**src/dsaq_pkg.sv**
```systemverilog
// Types and constants of the deadline sorted alarm queue.
// No dependencies.
package dsaq_pkg;

  localparam int TIME_W  = 48;
  localparam int DELAY_W = 16;
  localparam int TAG_W   = 8;
  localparam int KIND_W  = 2;

  localparam int MAX_RESULTS = 16;
  localparam int RES_CNT_W   = $clog2(MAX_RESULTS);

  localparam logic MODE_INSERT = 1'b0;
  localparam logic MODE_TICK   = 1'b1;

  localparam logic [KIND_W-1:0] KIND_ACCEPT = 2'd0;
  localparam logic [KIND_W-1:0] KIND_REJECT = 2'd1;
  localparam logic [KIND_W-1:0] KIND_EXPIRE = 2'd2;

  typedef struct packed {
    logic accept;
    logic emit_ins;
    logic emit_pop;
    logic pop_last;
  } ctl_cmd_t;

  typedef struct packed {
    logic full;
    logic head_due;
    logic next_due;
    logic out_free;
  } dp_stat_t;

endpackage

```
**src/dsaq_ctrl.sv**
```systemverilog
// Controller of the alarm queue: input handshake, insert and expiry sequencing.
// Depends on dsaq_pkg.
module dsaq_ctrl (
  input  logic               clk,
  input  logic               rst_n,
  input  logic               in_valid,
  output logic               in_ready,
  input  logic               in_mode,
  input  dsaq_pkg::dp_stat_t stat,
  output dsaq_pkg::ctl_cmd_t cmd
);
  import dsaq_pkg::*;

  localparam logic [1:0] ST_IDLE = 2'd0;
  localparam logic [1:0] ST_INS  = 2'd1;
  localparam logic [1:0] ST_POP  = 2'd2;

  logic [1:0]           state_r, state_nxt;
  logic [RES_CNT_W-1:0] n_r, n_nxt;

  assign in_ready = (state_r == ST_IDLE);

  always_comb begin
    state_nxt = state_r;
    n_nxt     = n_r;
    cmd       = '0;
    unique case (state_r)
      ST_IDLE: begin
        if (in_valid) begin
          cmd.accept = 1'b1;
          n_nxt      = '0;
          state_nxt  = (in_mode == MODE_TICK) ? ST_POP : ST_INS;
        end
      end
      ST_INS: begin
        if (stat.out_free) begin
          cmd.emit_ins = 1'b1;
          state_nxt    = ST_IDLE;
        end
      end
      ST_POP: begin
        if (!stat.head_due) begin
          state_nxt = ST_IDLE;
        end else if (stat.out_free) begin
          cmd.emit_pop = 1'b1;
          cmd.pop_last = (n_r == RES_CNT_W'(MAX_RESULTS - 1)) || !stat.next_due;
          n_nxt        = n_r + RES_CNT_W'(1);
          if (cmd.pop_last) begin
            state_nxt = ST_IDLE;
          end
        end
      end
      default: begin
        state_nxt = ST_IDLE;
      end
    endcase
  end

  always_ff @(posedge clk) begin
    if (!rst_n) begin
      state_r <= ST_IDLE;
      n_r     <= '0;
    end else begin
      state_r <= state_nxt;
      n_r     <= n_nxt;
    end
  end

endmodule

```
**src/dsaq_dpath.sv**
```systemverilog
// Datapath of the alarm queue: time counter, sorted entry cells, result register.
// Depends on dsaq_pkg.
module dsaq_dpath #(
  parameter int QUEUE_DEPTH = 16
) (
  input  logic                                clk,
  input  logic                                rst_n,
  input  logic                                in_mode,
  input  logic [dsaq_pkg::DELAY_W-1:0]        in_alarm_delay,
  input  logic [dsaq_pkg::TAG_W-1:0]          in_alarm_tag,
  input  dsaq_pkg::ctl_cmd_t                  cmd,
  output dsaq_pkg::dp_stat_t                  stat,
  output logic                                out_valid,
  input  logic                                out_ready,
  output logic [dsaq_pkg::KIND_W-1:0]         out_result_kind,
  output logic [dsaq_pkg::TAG_W-1:0]          out_expired_tag,
  output logic [dsaq_pkg::DELAY_W-1:0]        out_expired_delay,
  output logic                                out_last
);
  import dsaq_pkg::*;

  localparam int CNT_W = $clog2(QUEUE_DEPTH + 1);

  logic [TIME_W-1:0]  time_now_r;
  logic [CNT_W-1:0]   count_r;
  logic [TAG_W-1:0]   tag_r;
  logic [DELAY_W-1:0] delay_r;
  logic [TIME_W-1:0]  dl_new_r;

  logic [TIME_W-1:0]  ent_dl_r  [QUEUE_DEPTH];
  logic [TAG_W-1:0]   ent_tag_r [QUEUE_DEPTH];
  logic [DELAY_W-1:0] ent_dly_r [QUEUE_DEPTH];

  logic [QUEUE_DEPTH-1:0] ge;
  logic                   do_ins;

  logic               out_valid_r;
  logic [KIND_W-1:0]  out_kind_r;
  logic [TAG_W-1:0]   out_tag_r;
  logic [DELAY_W-1:0] out_delay_r;
  logic               out_last_r;

  assign stat.full     = (count_r >= CNT_W'(QUEUE_DEPTH));
  assign stat.head_due = (count_r != '0) && (ent_dl_r[0] <= time_now_r);
  assign stat.next_due = (count_r > CNT_W'(1)) && (ent_dl_r[1] <= time_now_r);
  assign stat.out_free = !out_valid_r || out_ready;

  assign do_ins = cmd.emit_ins && !stat.full;

  // ge marks cells at or after the insert point; empty cells count as later
  always_comb begin
    for (int i = 0; i < QUEUE_DEPTH; i++) begin
      ge[i] = (count_r <= CNT_W'(i)) || (ent_dl_r[i] >= dl_new_r);
    end
  end

  always_ff @(posedge clk) begin
    if (!rst_n) begin
      time_now_r <= '0;
      count_r    <= '0;
    end else begin
      if (cmd.accept && (in_mode == MODE_TICK)) begin
        time_now_r <= time_now_r + TIME_W'(1);
      end
      if (do_ins) begin
        count_r <= count_r + CNT_W'(1);
      end else if (cmd.emit_pop) begin
        count_r <= count_r - CNT_W'(1);
      end
    end
  end

  always_ff @(posedge clk) begin
    if (cmd.accept) begin
      tag_r    <= in_alarm_tag;
      delay_r  <= in_alarm_delay;
      dl_new_r <= time_now_r + TIME_W'(in_alarm_delay);
    end
  end

  for (genvar g = 0; g < QUEUE_DEPTH; g++) begin : g_cell
    logic ins_here;
    if (g == 0) begin : g_head
      assign ins_here = ge[g];
    end else begin : g_body
      assign ins_here = ge[g] && !ge[g-1];
    end

    always_ff @(posedge clk) begin
      if (do_ins) begin
        if (ins_here) begin
          ent_dl_r[g]  <= dl_new_r;
          ent_tag_r[g] <= tag_r;
          ent_dly_r[g] <= delay_r;
        end else if (ge[g] && (g > 0)) begin
          ent_dl_r[g]  <= ent_dl_r[(g > 0) ? g - 1 : 0];
          ent_tag_r[g] <= ent_tag_r[(g > 0) ? g - 1 : 0];
          ent_dly_r[g] <= ent_dly_r[(g > 0) ? g - 1 : 0];
        end
      end else if (cmd.emit_pop && (g < QUEUE_DEPTH - 1)) begin
        ent_dl_r[g]  <= ent_dl_r[(g < QUEUE_DEPTH - 1) ? g + 1 : g];
        ent_tag_r[g] <= ent_tag_r[(g < QUEUE_DEPTH - 1) ? g + 1 : g];
        ent_dly_r[g] <= ent_dly_r[(g < QUEUE_DEPTH - 1) ? g + 1 : g];
      end
    end
  end

  // result word register
  always_ff @(posedge clk) begin
    if (!rst_n) begin
      out_valid_r <= 1'b0;
    end else if (cmd.emit_ins || cmd.emit_pop) begin
      out_valid_r <= 1'b1;
    end else if (out_ready) begin
      out_valid_r <= 1'b0;
    end
  end

  always_ff @(posedge clk) begin
    if (cmd.emit_ins) begin
      out_kind_r  <= stat.full ? KIND_REJECT : KIND_ACCEPT;
      out_tag_r   <= tag_r;
      out_delay_r <= delay_r;
      out_last_r  <= 1'b1;
    end else if (cmd.emit_pop) begin
      out_kind_r  <= KIND_EXPIRE;
      out_tag_r   <= ent_tag_r[0];
      out_delay_r <= ent_dly_r[0];
      out_last_r  <= cmd.pop_last;
    end
  end

  assign out_valid         = out_valid_r;
  assign out_result_kind   = out_kind_r;
  assign out_expired_tag   = out_tag_r;
  assign out_expired_delay = out_delay_r;
  assign out_last          = out_last_r;

endmodule

```
**src/deadline_sorted_alarm_queue.sv**
```systemverilog
// Insert: accepted in idle, result word loaded once the output register is free; no new
// item is taken until then. Tick: accepted, then up to 16 expired alarms are popped, one
// head pop per cycle via the entry shift cells while output is free; none due frees input.
// Results wait in one output register; back pressure stalls the insert answer and each pop.
// Reset (synchronous, rst_n low) clears time and entry count; entry cells are not cleared.
module deadline_sorted_alarm_queue #(
  parameter int QUEUE_DEPTH = 16
) (
  input  logic                         clk,
  input  logic                         rst_n,
  input  logic                         in_valid,
  output logic                         in_ready,
  input  logic                         in_mode,
  input  logic [dsaq_pkg::DELAY_W-1:0] in_alarm_delay,
  input  logic [dsaq_pkg::TAG_W-1:0]   in_alarm_tag,
  output logic                         out_valid,
  input  logic                         out_ready,
  output logic [dsaq_pkg::KIND_W-1:0]  out_result_kind,
  output logic [dsaq_pkg::TAG_W-1:0]   out_expired_tag,
  output logic [dsaq_pkg::DELAY_W-1:0] out_expired_delay,
  output logic                         out_last
);
  import dsaq_pkg::*;

  ctl_cmd_t cmd;
  dp_stat_t stat;

  dsaq_ctrl u_ctrl (
    .clk      (clk),
    .rst_n    (rst_n),
    .in_valid (in_valid),
    .in_ready (in_ready),
    .in_mode  (in_mode),
    .stat     (stat),
    .cmd      (cmd)
  );

  dsaq_dpath #(
    .QUEUE_DEPTH (QUEUE_DEPTH)
  ) u_dpath (
    .clk               (clk),
    .rst_n             (rst_n),
    .in_mode           (in_mode),
    .in_alarm_delay    (in_alarm_delay),
    .in_alarm_tag      (in_alarm_tag),
    .cmd               (cmd),
    .stat              (stat),
    .out_valid         (out_valid),
    .out_ready         (out_ready),
    .out_result_kind   (out_result_kind),
    .out_expired_tag   (out_expired_tag),
    .out_expired_delay (out_expired_delay),
    .out_last          (out_last)
  );

endmodule

```
**config.mk**
```make
export PLATFORM = sky130hd
export DESIGN_NAME = deadline_sorted_alarm_queue
export DESIGN_NICKNAME = d
export VERILOG_FILES = /design/src/dsaq_pkg.sv /design/src/dsaq_ctrl.sv /design/src/dsaq_dpath.sv /design/src/deadline_sorted_alarm_queue.sv
export SDC_FILE = /design/constraint.sdc
export NUM_CORES = 2
export LEC_CHECK = 0
export BUFFER_PORTS_ARGS = -buffer_cell sky130_fd_sc_hd__buf_4
export CORE_MARGIN = 8
export CORE_UTILIZATION = 50
export DETAILED_ROUTE_END_ITERATION = 6
export GPL_ROUTABILITY_DRIVEN = 0
export HOLD_SLACK_MARGIN = 0.15
export PLACE_DENSITY_LB_ADDON = 0.25
export RECOVER_POWER = 25
export SYNTH_ARGS = -nofsm -noshare
export SYNTH_HDL_FRONTEND = slang
export SYNTH_SLANG_ARGS = --single-unit
```
**constraint.sdc**
```tcl
create_clock -name clk -period 19.8 [get_ports clk]
set_clock_uncertainty 0.05 [all_clocks]
set_input_delay 5.94 -clock clk [delete_from_list [all_inputs] [get_ports clk]]
set_output_delay 5.94 -clock clk [all_outputs]
set_load 0.005 [all_outputs]
```
==> results.sh <==
export IMPL_status="complete, but fails checks"
export IMPL_grt_max_degree=228
export IMPL_maxCapViolCount=25
export IMPL_crit_chain="clkbuf_4, nor2b_1, clkbuf_1, nor3b_4, clkbuf_1, nand2_1, clkbuf_1, o21ai_0, buf_4"
export IMPL_synthDistinctLibCells=78
export IMPL_crit_top_cell="clkbuf_1"
export IMPL_numCtsBuffers=150
export IMPL_met2_usage_pct=46.4
export IMPL_htree_num_levels=4
export IMPL_cts_max_path_buffers=3
export IMPL_initialDrtViolationCount=8207
export IMPL_finalCriticalPeriod_ns=13.76
export IMPL_crit_arrival_ns=14.11
export IMPL_finalCritPeriodShare_pct=69.5
export IMPL_start_util_pct=50.3
export IMPL_ctsResizeCount=0
export IMPL_clkLatencyLatePin_ns=0.81
export IMPL_vias_per_cell=6.83
export IMPL_syn_area_per_cell_um2=11.0
export IMPL_synth_most_common_cell="edfxtp_1"
export IMPL_vias=64800
export IMPL_hold_viol_final=0
export IMPL_worst_pin_slew_ns=5.14
export IMPL_place_inst=9209
export IMPL_power_leakage_nw=34.5
export IMPL_violations="capacitance limit, slew limit"
export IMPL_cellPowerDensity_nw_per_um2=88.4
export IMPL_gr_max_usage_layer="met2"
export IMPL_io_pins=58
export IMPL_nets=8117
export IMPL_min_delay_path_class="reg -> reg"
export IMPL_synthTopCellsByCount="1250 x edfxtp_1, 886 x ha_1, 798 x nand2_1"
export IMPL_syn_area_um2=80800
export IMPL_ys_seq_elements=1311
export IMPL_grt_pass1_wl_mm=406
export IMPL_critical_path_endpoint_type="flip-flop"
export IMPL_rows=147
export IMPL_yosysWarnings=0
export IMPL_core_area_um2=161000
export IMPL_track_usage_pct=30.4
export IMPL_synth_edf_count=1250
export IMPL_fin_ws_ns=6.04
export IMPL_required_ns=20.15
export IMPL_slew_viol_final=1063
export IMPL_rsz0062_at_grt="false"
export IMPL_clock_sinks=1311
export IMPL_cpPeakStageDelay_ns=3.97
export IMPL_setup_viol=0
export IMPL_synth_ff_type="edfxtp_1"
export IMPL_finalNonFillerCells=9486
export IMPL_grt_use_met3_pct=6.39
export IMPL_synth_area_leaders="edfxtp_1 46%, ha_1 14%, a221o_1 7.2%, mux2i_1 5.3%, nand2_1 3.7%"
export IMPL_cp_max_fo=50
export IMPL_finalSetupTns_ns=0
export IMPL_grt_pass1_vias=61400
export IMPL_critPathSlowestCell="o21ai_0"
export IMPL_area_delta_synth_final_pct=8.88
export IMPL_peakVddDrop_mv=0.0739
export IMPL_synth_cells=7317
export IMPL_cts_root_buf="clkbuf_16"
export IMPL_grt_overflow=0
export IMPL_met1_usage_pct=41.7
export IMPL_dp_slack_ns=9.05
export IMPL_drc=0
export IMPL_postCtsHoldBufs=0
export IMPL_drtPass1Iterations=7
export IMPL_die_area_um2=175000
export IMPL_syn_nets=8233
export IMPL_layout_drive_gt1_share_pct=6.39
export IMPL_yosysSeqAreaShare_pct=48.0
export IMPL_antenna_found_initial=6
export IMPL_finalWirelength_mm=277
export IMPL_wl_per_cell_um=29.2
export IMPL_synth_top_cell_by_area="edfxtp_1"
export IMPL_cts_tree="yes"
export IMPL_io_buffers=57
export IMPL_ant_nets=0
export IMPL_synth_top_area_share_pct=46.5
export IMPL_fmax_mhz=72.7
export IMPL_die_x_um=418
export IMPL_clkTransAtPathRegs_ns=0.06
export IMPL_die_height_um=418
export IMPL_relSlewSlack_pct=-247
export IMPL_async_flop_share_pct=0
export IMPL_cp_start_kind="input pin"
export IMPL_post_cts_setup_buffer_count=0
export IMPL_hpwl_mm=187
export IMPL_critPathKind="in -> reg"
[logic make-up after synthesis]
kind of cell               after synthesis  synth area share [%]
and+or+nand+nor                       1936                  10.5
buffers and inverters                  611                  3.11
muxes                                  501                  6.32
DFF                                   1311                  48.0
xor gates and xnor gates                84                 0.911
adders and majority gates              887                  13.7
AOI/OAI and AO/OA                     1987                  17.5
[routing by layer]
layer  wire (um)  up-vias
li1            -    28200
met1      109000    31700
met2      121000     4134
met3       31700      748
met4       14900        2
met5          13        -
[sequential cells by signal, indices dropped and copies added, names as in the netlist]
name / cells
u_dpath.ent_dl_r: 768
u_dpath.out_result_kind: 2
u_dpath.count_r: 5
u_dpath.time_now_r: 48
u_dpath.dl_new_r: 48
u_dpath.ent_dly_r: 256
u_dpath.out_expired_tag: 8
u_dpath.tag_r: 8
u_dpath.out_last: 1
u_dpath.ent_tag_r: 128
u_ctrl.n_r: 4
u_dpath.out_expired_delay: 16
u_dpath.delay_r: 16
u_dpath.out_valid: 1
u_ctrl.state_r: 2
[final cells by class]
cell class | instances | area (um^2)
flip-flops and latches | 1311 | 38800
multi-input cells | 5395 | 39700
fillers | 13600 | 72600
well taps | 2160 | 2700
clock inverters | 81 | 848
inverters | 145 | 544
diodes | 4 | 10.0
repair buffers | 198 | 1350
clock buffers | 192 | 4000
[through the flow]
step / util [%] / instance area (um^2) / power (mW) / hold slack, ns
floorplan: - / 80800 / 4.46 / 0.408
global placement: 51.9 / 83400 / 4.93 / 0.413
detailed placement: 51.9 / 83400 / 4.99 / 0.432
CTS: 55.0 / 88300 / 7.75 / 0.441
global route: 54.8 / 87900 / 8.02 / 0.447
finish: 54.8 / 88000 / 7.78 / 0.440
[worst max-delay path, delay by kind of cell]
family          cells  cell delay [ns]
simple gates        3             0.36
compound gates      1             3.97
buf+inv             5             3.74
[power by group]
group / total, mW / internal (mW) / switching [mW] / leakage [nW]
clock: 2.79 / 1.56 / 1.23 / 2.35
combinational: 1.42 / 0.519 / 0.896 / 20.0
sequential: 3.57 / 3.36 / 0.211 / 12.1
total: 7.78 / 5.44 / 2.34 / 34.5
[cells in the final DEF, fill, tap and decap left out, drive strengths merged, types with 122 or more instances in the layout]
cell    count
clkbuf    268
nor2      642
a221o     578
inv       148
buf       122
a21o      207
mux2i     428
nand2     798
ha        886
nand4     159
edfxtp   1250
o21ai     507
a21oi     456
[path summary, 6_finish.rpt]
path | from | to | slack (ns) | cells past startpoint
hold / removal | u_dpath.out_last | u_dpath.out_last | 0.44 | 2
setup reg to reg | u_dpath.time_now_r[29] | u_dpath.ent_tag_r[8][7] | 9.62 | 13
setup / recovery | out_ready | u_dpath.ent_dl_r[0][71] | 6.04 | 9
hold reg to reg | u_dpath.out_last | u_dpath.out_last | 0.44 | 2
Note: power is estimated with default switching activity, not from simulation.
